===== src/rtl/mlf_pkg.sv =====
// Shared types and constants for the MAC learning forwarder.
`timescale 1ns / 1ps
package mlf_pkg;

   localparam int TABLE_DEPTH_DEF = 64;
   localparam int MAX_PORTS_DEF   = 16;
   localparam int MAX_RESULTS     = 15;
   localparam int MAC_W           = 48;
   localparam int PORT_W          = 4;
   localparam int PORT_CNT_W      = 5;
   localparam logic [PORT_CNT_W-1:0] PORT_CNT_RESET = 5'd1;

   typedef struct packed {
      logic [MAC_W-1:0]  src_mac;
      logic [MAC_W-1:0]  dst_mac;
      logic [PORT_W-1:0] in_port;
   } req_type;

   typedef struct packed {
      logic [PORT_W-1:0] out_port;
      logic              flooded;
      logic              dropped;
      logic              learn_failed;
      logic              last;
   } rsp_type;

   // Lookup token handed from cell to cell along the table.
   typedef struct packed {
      logic              valid;
      logic [MAC_W-1:0]  src_mac;
      logic [MAC_W-1:0]  dst_mac;
      logic [PORT_W-1:0] in_port;
      logic              src_found;
      logic              dst_found;
      logic [PORT_W-1:0] dst_port;
   } token_type;

endpackage


===== src/rtl/mlf_emitter.sv =====
// Result sequencer: turns a finished lookup into one, a flood of, or a drop result.
`timescale 1ns / 1ps
module mlf_emitter
   import mlf_pkg::*;
#(
   parameter int MAX_PORTS = MAX_PORTS_DEF,
   localparam int QW       = $clog2(MAX_PORTS + 4),
   localparam int CW       = $clog2(MAX_RESULTS + 1)
) (
   input  logic          clock,
   input  logic          reset,
   input  token_type     tail,
   input  logic [QW-1:0] ports,
   input  logic          rsp_stall,
   output logic          rsp_valid,
   output rsp_type       rsp_data,
   output logic          load_ok
);

   logic              rsp_valid_ff;
   rsp_type           rsp_ff;
   logic [QW-1:0]     cur_ff;
   logic [CW-1:0]     cnt_ff;
   logic [PORT_W-1:0] arr_ff;

   logic              accept;
   logic              load;
   logic              step;
   logic [QW-1:0]     first_p;
   logic [QW-1:0]     first_n;
   logic [QW-1:0]     step_p;
   logic [QW-1:0]     step_n;

   // next flood port after p, skipping the arrival port
   function automatic logic [QW-1:0] nxt(input logic [QW-1:0] p, input logic [PORT_W-1:0] a);
      logic [QW-1:0] q;
      q = p + 1'b1;
      if (int'(q) == int'(a)) q = q + 1'b1;
      return q;
   endfunction

   assign accept  = rsp_valid_ff && !rsp_stall;
   assign load_ok = !rsp_valid_ff || (accept && rsp_ff.last);
   assign load    = tail.valid && load_ok;
   assign step    = accept && !rsp_ff.last;

   assign first_p = (tail.in_port == '0) ? QW'(1) : '0;
   assign first_n = nxt(first_p, tail.in_port);
   assign step_p  = nxt(cur_ff, arr_ff);
   assign step_n  = nxt(step_p, arr_ff);

   always_ff @(posedge clock) begin
      if (reset) begin
         rsp_valid_ff <= 1'b0;
      end else begin
         priority if (load) begin
            rsp_valid_ff <= 1'b1;
         end else if (accept && rsp_ff.last) begin
            rsp_valid_ff <= 1'b0;
         end
      end
   end

   always_ff @(posedge clock) begin
      priority if (load) begin
         arr_ff              <= tail.in_port;
         cur_ff              <= first_p;
         cnt_ff              <= '0;
         rsp_ff.learn_failed <= !tail.src_found;
         priority if (tail.dst_found) begin
            rsp_ff.out_port <= tail.dst_port;
            rsp_ff.flooded  <= 1'b0;
            rsp_ff.dropped  <= 1'b0;
            rsp_ff.last     <= 1'b1;
         end else if (first_p < ports) begin
            rsp_ff.out_port <= PORT_W'(first_p);
            rsp_ff.flooded  <= 1'b1;
            rsp_ff.dropped  <= 1'b0;
            rsp_ff.last     <= !((first_n < ports) && (1 < MAX_RESULTS));
         end else begin
            rsp_ff.out_port <= '0;
            rsp_ff.flooded  <= 1'b0;
            rsp_ff.dropped  <= 1'b1;
            rsp_ff.last     <= 1'b1;
         end
      end else if (step) begin
         cur_ff          <= step_p;
         cnt_ff          <= cnt_ff + 1'b1;
         rsp_ff.out_port <= PORT_W'(step_p);
         rsp_ff.last     <= !((step_n < ports) && ((int'(cnt_ff) + 2) < MAX_RESULTS));
      end
   end

   assign rsp_valid = rsp_valid_ff;
   assign rsp_data  = rsp_ff;

   a_not_both : assert property (@(posedge clock) disable iff (reset)
      rsp_valid_ff |-> !(rsp_ff.flooded && rsp_ff.dropped))
      else $error("result both flooded and dropped");

   a_single_last : assert property (@(posedge clock) disable iff (reset)
      rsp_valid_ff && !rsp_ff.flooded |-> rsp_ff.last)
      else $error("unicast or drop result not marked last");

   a_flood_range : assert property (@(posedge clock) disable iff (reset)
      rsp_valid_ff && rsp_ff.flooded |-> (cur_ff < ports) && (int'(cnt_ff) < MAX_RESULTS))
      else $error("flood result outside port range or result limit");

   a_step_flood : assert property (@(posedge clock) disable iff (reset)
      step |=> rsp_valid_ff && rsp_ff.flooded)
      else $error("flood step did not yield a flood result");

endmodule


===== config.mk =====
export PLATFORM = sky130hd
export DESIGN_NAME = mlf_emitter
export DESIGN_NICKNAME = d
export VERILOG_FILES = /design/src/rtl/mlf_pkg.sv /design/src/rtl/mlf_emitter.sv
export SDC_FILE = /design/constraint.sdc
export NUM_CORES = 1
export LEC_CHECK = 0
export BUFFER_PORTS_ARGS = -buffer_cell sky130_fd_sc_hd__buf_2
export CORE_MARGIN = 4
export CORE_UTILIZATION = 38
export CTS_BUF_LIST = sky130_fd_sc_hd__clkbuf_8
export DETAILED_ROUTE_END_ITERATION = 8
export PLACE_DENSITY_LB_ADDON = 0.2
export SLEW_MARGIN = 20
export SYNTH_ARGS = -nofsm -noshare
export SYNTH_HDL_FRONTEND = slang
export SYNTH_SLANG_ARGS = --single-unit

===== constraint.sdc =====
create_clock -name clock -period 4.7 [get_ports clock]
set_clock_uncertainty 0.05 [all_clocks]
set_input_delay 0 -clock clock [delete_from_list [all_inputs] [get_ports clock]]
set_output_delay 0 -clock clock [all_outputs]
set_load 0.01 [all_outputs]

==> summary.md <==
| Metric | Value |
|---|---|
| Status | `finished, violations left` |
| Violated checks | `negative setup slack` |
| Clock transition at path regs | `0.08 ns` |
| Length of the first detailed-routing pass in iterations | `4` |
| Root Buffer | `clkbuf_8` |
| Number of global-route vias before repair | `1616` |
| Final Power | `1.15 mW` |
| Gpl congestion | `0.810` |
| GRT Overall Usage | `0.180` |
| Leak | `1.18 nW` |
| Synth warn | `0` |
| Seq/Total Area, Yosys | `0.355` |
| Startpoint Class | `register` |
| Filler cell count | `371` |
| Critical path type | `reg2reg` |
| Internal Pwr Total | `0.699 mW` |
| Slew Viols, Final | `0` |
| Synth unique cells | `51` |
| DRT Wirelength | `5220 um` |
| Critical Path AT | `4.70 ns` |
| Fmax | `210 MHz` |
| Post-Syn Instances | `181` |
| CTS Buffer Depth | `2` |
| Min Clock Period, post-route | `4.75 ns` |
| Net Count, Synth | `307` |
| CP Capture Type | `register` |
| Chip Width | `75.3 um` |
| Setup ws final | `-0.0509 ns` |
| Vias/cell | `5.37` |
| Crit share post-route | `1.01` |
| Average wire per standard cell | `16.0 um` |
| Mapped Area | `1720 um2` |
| HP Class | `in2reg` |
| Worst-Margin Slew | `1.02 ns` |
| CTS Buf Count | `3` |
| Relative slew margins | `0.320` |
| PD cells | `421 nW/um2` |
| Ports | `125` |
| Largest net degree at the start of global routing | `18` |
| DP Wirelength | `3440 um` |
| Min Hold Slack | `0.0690 ns` |
| DRT iter0 DRCs | `77` |
| Port bufs | `28` |
| CORE AREA | `4350 um2` |
| Diodes inserted | `0` |
| Reg2Reg Setup Slack | `-0.05 ns` |
| RSZ-0062 raised after global routing | `yes` |
| Die ar. | `5670 um2` |
| DIE HEIGHT | `75.3 um` |
| ANT nets after route | `0` |
| Seq pwr share | `0.239` |
| Synth Register Bits | `22` |
| Global-route wire length before repair | `7620 um` |
| Share of layout cells above drive strength 1 | `0.449` |
| Total global routing overflow | `0` |
| H-tree depth | `1` |
| Post-synth top flop | `edfxtp_1` |
| Clk sinks | `22` |
| VDD IR-drop max | `0.000255 V` |
| Area grow syn2layout | `58.7%` |
| TritonCTS clock tree | `built` |
| Post-synth EDFFs | `17` |
| Worst-Skew Late Latency | `0.26 ns` |
| Sw frac | `0.392` |
| Final setup vio count | `1` |
| Final Hold Fails | `0` |
| Combinational cell fraction of total power | `0.660` |
| Syn Area/Cell | `9.50 um2` |
| DRC | `0` |
| Final nets | `401` |
| Max Cap Viol | `0` |
| Via count | `1749` |
| Cell row count | `24` |
| CP max FO | `3` |
| Req. time, crit path | `4.65 ns` |
| Initial antenna violation count | `0` |
| Starting Density | `0.395` |
| Power share of the clock group | `0.101` |
| Ys async rst share | `0` |
| Switching pwr | `0.450 mW` |
[final timing paths]
kind                  start           to  cells after the start
setup reg to reg  cur_ff[0]  rsp_data[0]                     25
setup / recovery  cur_ff[0]  rsp_data[0]                     25
hold reg to reg   cnt_ff[3]    cnt_ff[3]                      2
hold / removal      tail[4]  rsp_data[2]                      2
[power by group through the flow]
stage | clock [mW] | sequential [mW] | combinational, mW
6_report | 0.116 | 0.274 | 0.758
5_1_grt | 0.131 | 0.277 | 0.823
4_1_cts | 0.119 | 0.271 | 0.671
3_5_place_dp | 0 | 0.276 | 0.543
3_3_place_gp | 0 | 0.275 | 0.545
2_1_floorplan | 0 | 0.278 | 0.328
[placed cells by master (no fill, tap or decap), types with 7 or more instances in the layout]
master and n:
xor2_1 8, buf_4 53, inv_1 15, ha_1 7, dlygate4sd3_1 10, nor2_1 12
nand2_1 13, buf_2 28, edfxtp_1 17
[stage by stage]
stage / setup TNS, ns / cell area, um2 / util / worst slack (ns) / instances
2_1_floorplan: 0 / 1790 / - / 0.0165 / 181
3_5_place_dp: 0 / 2240 / 0.514 / 0.00435 / 293
5_1_grt: -0.257 / 2730 / 0.627 / -0.257 / 326
4_1_cts: 0 / 2600 / 0.597 / 0.00506 / 323
3_3_place_gp: 0 / 2240 / 0.514 / 0.0396 / 293
6_report: -0.0509 / 2730 / 0.627 / -0.0509 / 326
[synth_stat cells, drive strengths merged, types with 5 or more instances]
cell type / number / area share
nor2: 12 / 0.026
ha: 11 / 0.080
o21ai: 5 / 0.015
edfxtp: 17 / 0.30
nand3: 6 / 0.017
and2: 5 / 0.018
nor3b: 5 / 0.022
xor2: 12 / 0.061
a21oi: 7 / 0.020
nand2: 14 / 0.031
inv: 15 / 0.033
dfxtp: 5 / 0.058
nor2b: 5 / 0.018
[sequential cells by signal, summed over array words and instances (netlist names)]
signal     cells
cnt_ff         4
rsp_valid      1
arr_ff         4
cur_ff         5
rsp_data       8
[cell type report]
class | instances | area (um2) | area share
Timing Repair Buffer | 93 | 661 | 0.242
Clock inverter | 1 | 3.75 | 0.00137
Tap cell | 52 | 65.1 | 0.0238
Sequential cell | 22 | 611 | 0.224
Clock buffer | 3 | 41.3 | 0.0151
Multi-Input combinational cell | 140 | 1290 | 0.473
Inverter | 15 | 58.8 | 0.0215
[worst max-delay path, cell delays in order (launching register included)]
cell       delay, ns
edfxtp_1        0.45
buf_6           0.16
inv_4           0.05
ha_4            0.21
xor2_2          0.20
nand2_2         0.12
buf_6           0.14
buf_4           0.12
buf_4           0.13
buf_4           0.13
buf_4           0.12
buf_4           0.12
buf_4           0.14
a31oi_4         0.17
mux2i_2         0.34
buf_4           0.17
a21oi_2         0.06
and3_1          0.21
mux2i_1         0.13
ha_1            0.18
a21o_1          0.20
a2111oi_4       0.35
and3_1          0.20
inv_1           0.05
a311oi_1        0.21
a211oi_1        0.08
[metal layers]
layer / track usage / part of all wire
met1: 0.236 / 0.42
met2: 0.313 / 0.53
met3: 0.0347 / 0.040
met4: 0.0272 / 0.013
met5: 0 / 0
[logic make-up after synthesis]
| logic type | after synthesis | share of synthesized area |
|---|---|---|
| and+or+nand+nor | 67 | 0.212 |
| AOI/OAI and AO/OA | 40 | 0.183 |
| DFF | 22 | 0.355 |
| buffers and inverters | 19 | 0.0451 |
| xor gates and xnor gates | 17 | 0.0945 |
| adders and majority gates | 11 | 0.0800 |
| muxes | 5 | 0.0298 |
[repair_timing]
action / in CTS / in global routing
buffers inserted: 17 / 3
pin swaps: 15 / 18
setup endpoints to repair: 1 / 1
hold endpoints to repair: 8 / 1
resized for setup: 15 / 22
hold buffers: 9 / 1
No activity file was read; power rests on OpenSTA's default activity.
