==> config.mk <==
export PLATFORM = sky130hd
export DESIGN_NAME = mlf_cell
export DESIGN_NICKNAME = d
export VERILOG_FILES = /design/src/rtl/mlf_pkg.sv /design/src/rtl/mlf_cell.sv
export SDC_FILE = /design/constraint.sdc
export NUM_CORES = 1
export LEC_CHECK = 0
export BUFFER_PORTS_ARGS = -buffer_cell sky130_fd_sc_hd__buf_2
export CAP_MARGIN = 30
export CORE_AREA = 5 5 100 149
export CTS_CLUSTER_SIZE = 12
export DETAILED_ROUTE_END_ITERATION = 7
export DIE_AREA = 0 0 105 154
export GPL_TIMING_DRIVEN = 0
export PLACE_DENSITY = 0.87
export SYNTH_ARGS = -nofsm -noshare
export SYNTH_HDL_FRONTEND = slang
export SYNTH_SLANG_ARGS = --single-unit
export TNS_END_PERCENT = 50
==> constraint.sdc <==
create_clock -name clock -period 6.1 [get_ports clock]
set_input_delay 0.305 -clock clock [delete_from_list [all_inputs] [get_ports clock]]
set_output_delay 0.305 -clock clock [all_outputs]
set_load 0.005 [all_outputs]
==> src/rtl/mlf_pkg.sv <==
// Shared types and constants for the MAC learning forwarder.
`timescale 1ns / 1ps
package mlf_pkg;

   localparam int TABLE_DEPTH_DEF = 64;
   localparam int MAX_PORTS_DEF   = 16;
   localparam int MAX_RESULTS     = 15;
   localparam int MAC_W           = 48;
   localparam int PORT_W          = 4;
   localparam int PORT_CNT_W      = 5;
   localparam logic [PORT_CNT_W-1:0] PORT_CNT_RESET = 5'd1;

   typedef struct packed {
      logic [MAC_W-1:0]  src_mac;
      logic [MAC_W-1:0]  dst_mac;
      logic [PORT_W-1:0] in_port;
   } req_type;

   typedef struct packed {
      logic [PORT_W-1:0] out_port;
      logic              flooded;
      logic              dropped;
      logic              learn_failed;
      logic              last;
   } rsp_type;

   // Lookup token handed from cell to cell along the table.
   typedef struct packed {
      logic              valid;
      logic [MAC_W-1:0]  src_mac;
      logic [MAC_W-1:0]  dst_mac;
      logic [PORT_W-1:0] in_port;
      logic              src_found;
      logic              dst_found;
      logic [PORT_W-1:0] dst_port;
   } token_type;

endpackage

==> src/rtl/mlf_cell.sv <==
// One table cell: holds one learned MAC/port pair and passes the lookup token on.
`timescale 1ns / 1ps
module mlf_cell
   import mlf_pkg::*;
#(
   parameter int TABLE_DEPTH = TABLE_DEPTH_DEF,
   parameter int INDEX       = 0,
   localparam int CNT_W      = $clog2(TABLE_DEPTH + 1)
) (
   input  logic             clock,
   input  logic             reset,
   input  logic             advance,
   input  logic [CNT_W-1:0] entry_count,
   input  token_type        prev_tok,
   output token_type        next_tok,
   output logic             learn
);

   logic [MAC_W-1:0]  mac_ff;
   logic [PORT_W-1:0] port_ff;
   token_type         tok_ff;
   token_type         tok_in;
   logic              used;
   logic              hit_src;
   logic              hit_dst;

   assign used    = CNT_W'(INDEX) < entry_count;
   assign hit_src = used && (mac_ff == prev_tok.src_mac);
   assign hit_dst = used && (mac_ff == prev_tok.dst_mac);
   // entries fill from the front, so the first unused cell is the append slot
   assign learn   = advance && prev_tok.valid && !used && !prev_tok.src_found;

   always_comb begin
      tok_in           = prev_tok;
      tok_in.src_found = prev_tok.src_found || hit_src || learn;
      if (!prev_tok.dst_found) begin
         if (hit_dst) begin
            tok_in.dst_found = 1'b1;
            tok_in.dst_port  = port_ff;
         end else if (learn && (prev_tok.dst_mac == prev_tok.src_mac)) begin
            tok_in.dst_found = 1'b1;
            tok_in.dst_port  = prev_tok.in_port;
         end
      end
   end

   always_ff @(posedge clock) begin
      if (reset) begin
         tok_ff.valid <= 1'b0;
      end else if (advance) begin
         tok_ff <= tok_in;
      end
   end

   always_ff @(posedge clock) begin
      if (learn) begin
         mac_ff  <= prev_tok.src_mac;
         port_ff <= prev_tok.in_port;
      end
   end

   assign next_tok = tok_ff;

endmodule

==> impl_results.html <==
<table>
<tr><th>Metric</th><th>Value</th></tr>
<tr><th colspan="2">Drt</th></tr>
<tr><td>Average wire per cell in the routed design</td><td>about 22 um</td></tr>
<tr><td>1st-iter DRT viols</td><td>236</td></tr>
<tr><td>Total detailed-routing wirelength</td><td>17,300 um</td></tr>
<tr><td>Number of search-and-repair iterations in the first detailed-routing pass</td><td>4</td></tr>
<tr><td>Per-cell via count in the routed design</td><td>5.281</td></tr>
<tr><td>Vias</td><td>4,241</td></tr>
<tr><td>Detailed-route DRC error count</td><td>0</td></tr>
<tr><td>Count of nets left with antenna violations after detail routing</td><td>0</td></tr>
<tr><th colspan="2">Pwr</th></tr>
<tr><td>Peak supply drop</td><td>0.0002104 V</td></tr>
<tr><td>LEAKAGE</td><td>3.215 nW</td></tr>
<tr><td>Power density over the cells</td><td>294.9 nW/um^2</td></tr>
<tr><th colspan="2">Clock network</th></tr>
<tr><td>CTS max path bufs</td><td>2</td></tr>
<tr><td>Clock root buffer</td><td>sky130_fd_sc_hd__clkbuf_16</td></tr>
<tr><td>Hold-fix buffers, CTS</td><td>0</td></tr>
<tr><td>Clock latency on the worst-skew pair</td><td>~0.42 ns</td></tr>
<tr><td>Number of sinks handled by clock tree synthesis</td><td>159</td></tr>
<tr><td>Maximum level of the CTS H-tree</td><td>4</td></tr>
<tr><td>CTS tree</td><td>built</td></tr>
<tr><td>Setup fix buffers added after clock tree synthesis</td><td>0</td></tr>
<tr><td>Number of buffers created by CTS</td><td>17</td></tr>
<tr><td>CTS clk-pin slew, worst paths</td><td>0.07 ns</td></tr>
<tr><td>Resized Gates After CTS</td><td>0</td></tr>
<tr><th colspan="2">GRT</th></tr>
<tr><td>Via count of the first global-routing pass</td><td>4,659</td></tr>
<tr><td>Global-route wire length before repair</td><td>25,940 um</td></tr>
<tr><td>Maximum number of pins on one net before global-route repair</td><td>40</td></tr>
<tr><td>Antenna violations before repair</td><td>0</td></tr>
<tr><td>Global route total overflow</td><td>0</td></tr>
<tr><td>Gr usage total</td><td>21.19%</td></tr>
<tr><th colspan="2">Timing</th></tr>
<tr><td>Final setup fails</td><td>0</td></tr>
<tr><td>Clock Skews</td><td>between 0.007 and 0.008 ns</td></tr>
<tr><td>Final Hold Vio Count</td><td>0</td></tr>
<tr><td>Setup repair after global routing missed its margin</td><td>no</td></tr>
<tr><td>Relative slew slack</td><td>35.96%</td></tr>
<tr><td>Final critical-path share of the clock period</td><td>38.61%</td></tr>
<tr><td>Time the worst path needs with I/O delays and setup</td><td>2.355 ns</td></tr>
<tr><td>Fmax</td><td>0.4246 GHz</td></tr>
<tr><td>Max-slew violation count</td><td>0</td></tr>
<tr><td>Tightest Pin Transition</td><td>0.9586 ns</td></tr>
<tr><td>Fin Hold WS</td><td>around 0.083 ns</td></tr>
<tr><th colspan="2">Die</th></tr>
<tr><td>Top Ports</td><td>225</td></tr>
<tr><td>Core area</td><td>13,400 sq um</td></tr>
<tr><td>Starting density of the core</td><td>between 40% and 50%</td></tr>
<tr><td>Die Area</td><td>approximately 16,000 sq um</td></tr>
<tr><td>Horizontal die dimension</td><td>around 110 um</td></tr>
<tr><td>Height of the chip</td><td>between 150 and 200 um</td></tr>
<tr><td>Std-Cell Rows</td><td>between 50 and 60</td></tr>
<tr><th colspan="2">Synthesis</th></tr>
<tr><td>Post-synthesis sequential area ratio</td><td>72.82%</td></tr>
<tr><td>Average instance area after synthesis</td><td>17.13 sq um</td></tr>
<tr><td>Instance count of the mapped netlist</td><td>382</td></tr>
<tr><td>Synth warn</td><td>0</td></tr>
<tr><td>Synthesized flop and latch total</td><td>159</td></tr>
<tr><td>Number of distinct library cell variants in the gate-level netlist after synthesis</td><td>25</td></tr>
<tr><td>Post-synthesis net count</td><td>499</td></tr>
<tr><td>Netlist area before placement</td><td>6543 sq um</td></tr>
<tr><th colspan="2">Final layout</th></tr>
<tr><td>Antenna diodes</td><td>0</td></tr>
<tr><td>Number of nets in the final layout</td><td>745</td></tr>
<tr><td>Post-layout instance count excluding filler cells</td><td>between 800 and 900</td></tr>
<tr><td>Area growth from synthesis to final layout</td><td>29.85%</td></tr>
<tr><td>Share of final-layout standard cells stronger than drive strength 1</td><td>41.34%</td></tr>
<tr><th colspan="2">Min path</th></tr>
<tr><td>Worst Hold Depth</td><td>2</td></tr>
<tr><td>Tightest Hold Check Type</td><td>in -&gt; reg</td></tr>
<tr><td>Worst min-delay path endpoint</td><td>next_tok[106]</td></tr>
<tr><td>Startpoint of the most critical hold path</td><td>reset</td></tr>
<tr><th colspan="2">Critical path</th></tr>
<tr><td>Critical-path top delay cell</td><td>sky130_fd_sc_hd__nor4_1</td></tr>
<tr><td>Critical-path maximum fanout</td><td>5</td></tr>
<tr><td>Reg-to-Reg End</td><td>next_tok[2]</td></tr>
<tr><td>Startpoint of the lowest-slack register-to-register path</td><td>mac_ff[39]</td></tr>
<tr><td>Reg-to-reg setup timing slack</td><td>between 3 and 4 ns</td></tr>
<tr><td>Worst Reg-to-Reg Cells</td><td>6</td></tr>
<tr><td>Crit-path max cell delay</td><td>between 0.6 and 0.7 ns</td></tr>
<tr><td>Element type at the critical path end</td><td>flop</td></tr>
<tr><td>Setup crit start kind</td><td>flop</td></tr>
<tr><td>Worst setup path class</td><td>reg -&gt; reg</td></tr>
<tr><td>Critical-path cell list</td><td>xor2_1 -&gt; nor4_1 -&gt; nand3b_1 -&gt; nor4_4 -&gt; or2_4 -&gt; o21ai_1</td></tr>
<tr><td>Arrival time at the worst endpoint</td><td>2.52 ns</td></tr>
<tr><td>CP Data Required Time</td><td>6.26 ns</td></tr>
<tr><th colspan="2">Place</th></tr>
<tr><td>Hpwl dp</td><td>between 10,000 and 15,000 um</td></tr>
<tr><td>Placer congestion estimate</td><td>0.8164</td></tr>
<tr><td>Buffers on Ports</td><td>approximately 220</td></tr>
<tr><td>Dpl cells</td><td>a little under 800</td></tr>
<tr><th colspan="2">Flow run</th></tr>
<tr><td>Max-cap violations</td><td>0</td></tr>
<tr><th colspan="2">Outcome</th></tr>
<tr><td>Outcome</td><td>completed</td></tr>
</table>
kinds of logic (layout without fill, tap and decap cells):
kind of cell           count (synthesis)  count (layout)  share of synthesized area, %
AO/OA/AOI/OAI                         10              10                        0.9753
XOR/XNOR                             144             144                         19.28
buffers and inverters                  4             263                        0.2294
flip-flops                           159             159                         72.82
multiplexers                           1               1                        0.1530
AND/OR/NAND/NOR                       64              64                         6.541
metrics by stage:
| stage | utilization, % | setup slack, ns | TNS (ns) | power [W] | area [sq um] |
|---|---|---|---|---|---|
| after floorplan | - | 0.4969 | 0 | 0.001374 | 6543 |
| final | 63.39 | 3.745 | 0 | 0.002505 | 8496 |
| after global placement | 58.69 | -0.8843 | -92.79 | 0.001514 | 7866 |
| after CTS | 63.39 | 3.740 | 0 | 0.002523 | 8496 |
| after detailed placement | 59.20 | 3.328 | 0 | 0.001519 | 7935 |
| after global routing | 63.39 | 3.649 | 0 | 0.002592 | 8496 |
critical path, delay by kind of cell, from the launching register on:
family	cells	cell delay (ns)
and+or+nand+nor	4	1.44
DFF	1	0.42
xor gates and xnor gates	1	0.16
AOI/OAI and AO/OA	1	0.08
where the power goes:
| group | internal, W | total [W] | switching [W] |
|---|---|---|---|
| Sequential | 0.00126 | 0.00127 | 0.0000121 |
| Combinational | 0.000100 | 0.000226 | 0.000126 |
| Clock | 0.000565 | 0.00101 | 0.000446 |
| Total | 0.00192 | 0.00251 | 0.000584 |
cell usage after synthesis (all sizes together):
cell type,count,area (sq um)
xnor2,72,630.6
nor2,2,7.510
and3,2,12.51
a41oi,1,8.760
inv,4,15.01
or2,1,8.760
edfxtp,158,4745
or4,1,7.510
nand3b,1,7.510
nand2,5,18.77
o21ai,5,25.02
nor4,25,196.4
nand4,20,125.1
nor2b,1,6.260
and3b,1,8.760
nor3,2,10.01
xor2,72,630.6
dfxtp,1,20.02
mux2i,1,10.01
and4,1,8.760
nand3,2,10.01
a22oi,4,30.03
per-layer routing:
layer	vias up	GRT usage, %	part of all wire [%]
met5	-	0	0
met4	0	7.434	2.2
met3	29	6.124	6.5
met2	190	39.25	55
met1	2086	22.64	36
li1	1936	-	-
placed cells by master (no fill, tap or decap), drive strengths merged, types with 4 or more instances in the layout:
cell type,count
buf,227
edfxtp,158
xnor2,72
xor2,72
nor4,25
nand4,20
clkbuf,17
inv,9
clkinvlp,6
nand2,5
o21ai,5
a22oi,4
worst max-delay path by stage:
stage	slack (ns)	start	depth (start not counted)	end
final	3.74	mac_ff[39]	6	next_tok[2]
after global routing	3.65	mac_ff[39]	6	next_tok[2]
after CTS	3.74	mac_ff[39]	6	next_tok[2]
after detailed placement	3.33	entry_count[2]	8	next_tok[2]
after global placement	-0.88	advance	2	next_tok[62]
after floorplan	0.50	reset	1	next_tok[0]
flip-flops by register name, indices dropped and copies added, names as in the netlist:
signal    cells
next_tok    107
mac_ff       48
port_ff       4
layout make-up:
| type | count | area (sq um) |
|---|---|---|
| repair buffers | 227 | 1181 |
| inverters | 4 | 15.01 |
| clock buffers | 17 | 425.4 |
| flip-flops and latches | 159 | 4765 |
| multi-input cells | 219 | 1772 |
| clock inverters | 15 | 135.1 |
| fillers | 954 | 4907 |
| well taps | 162 | 202.7 |
Power figures use the tool's default switching activity.
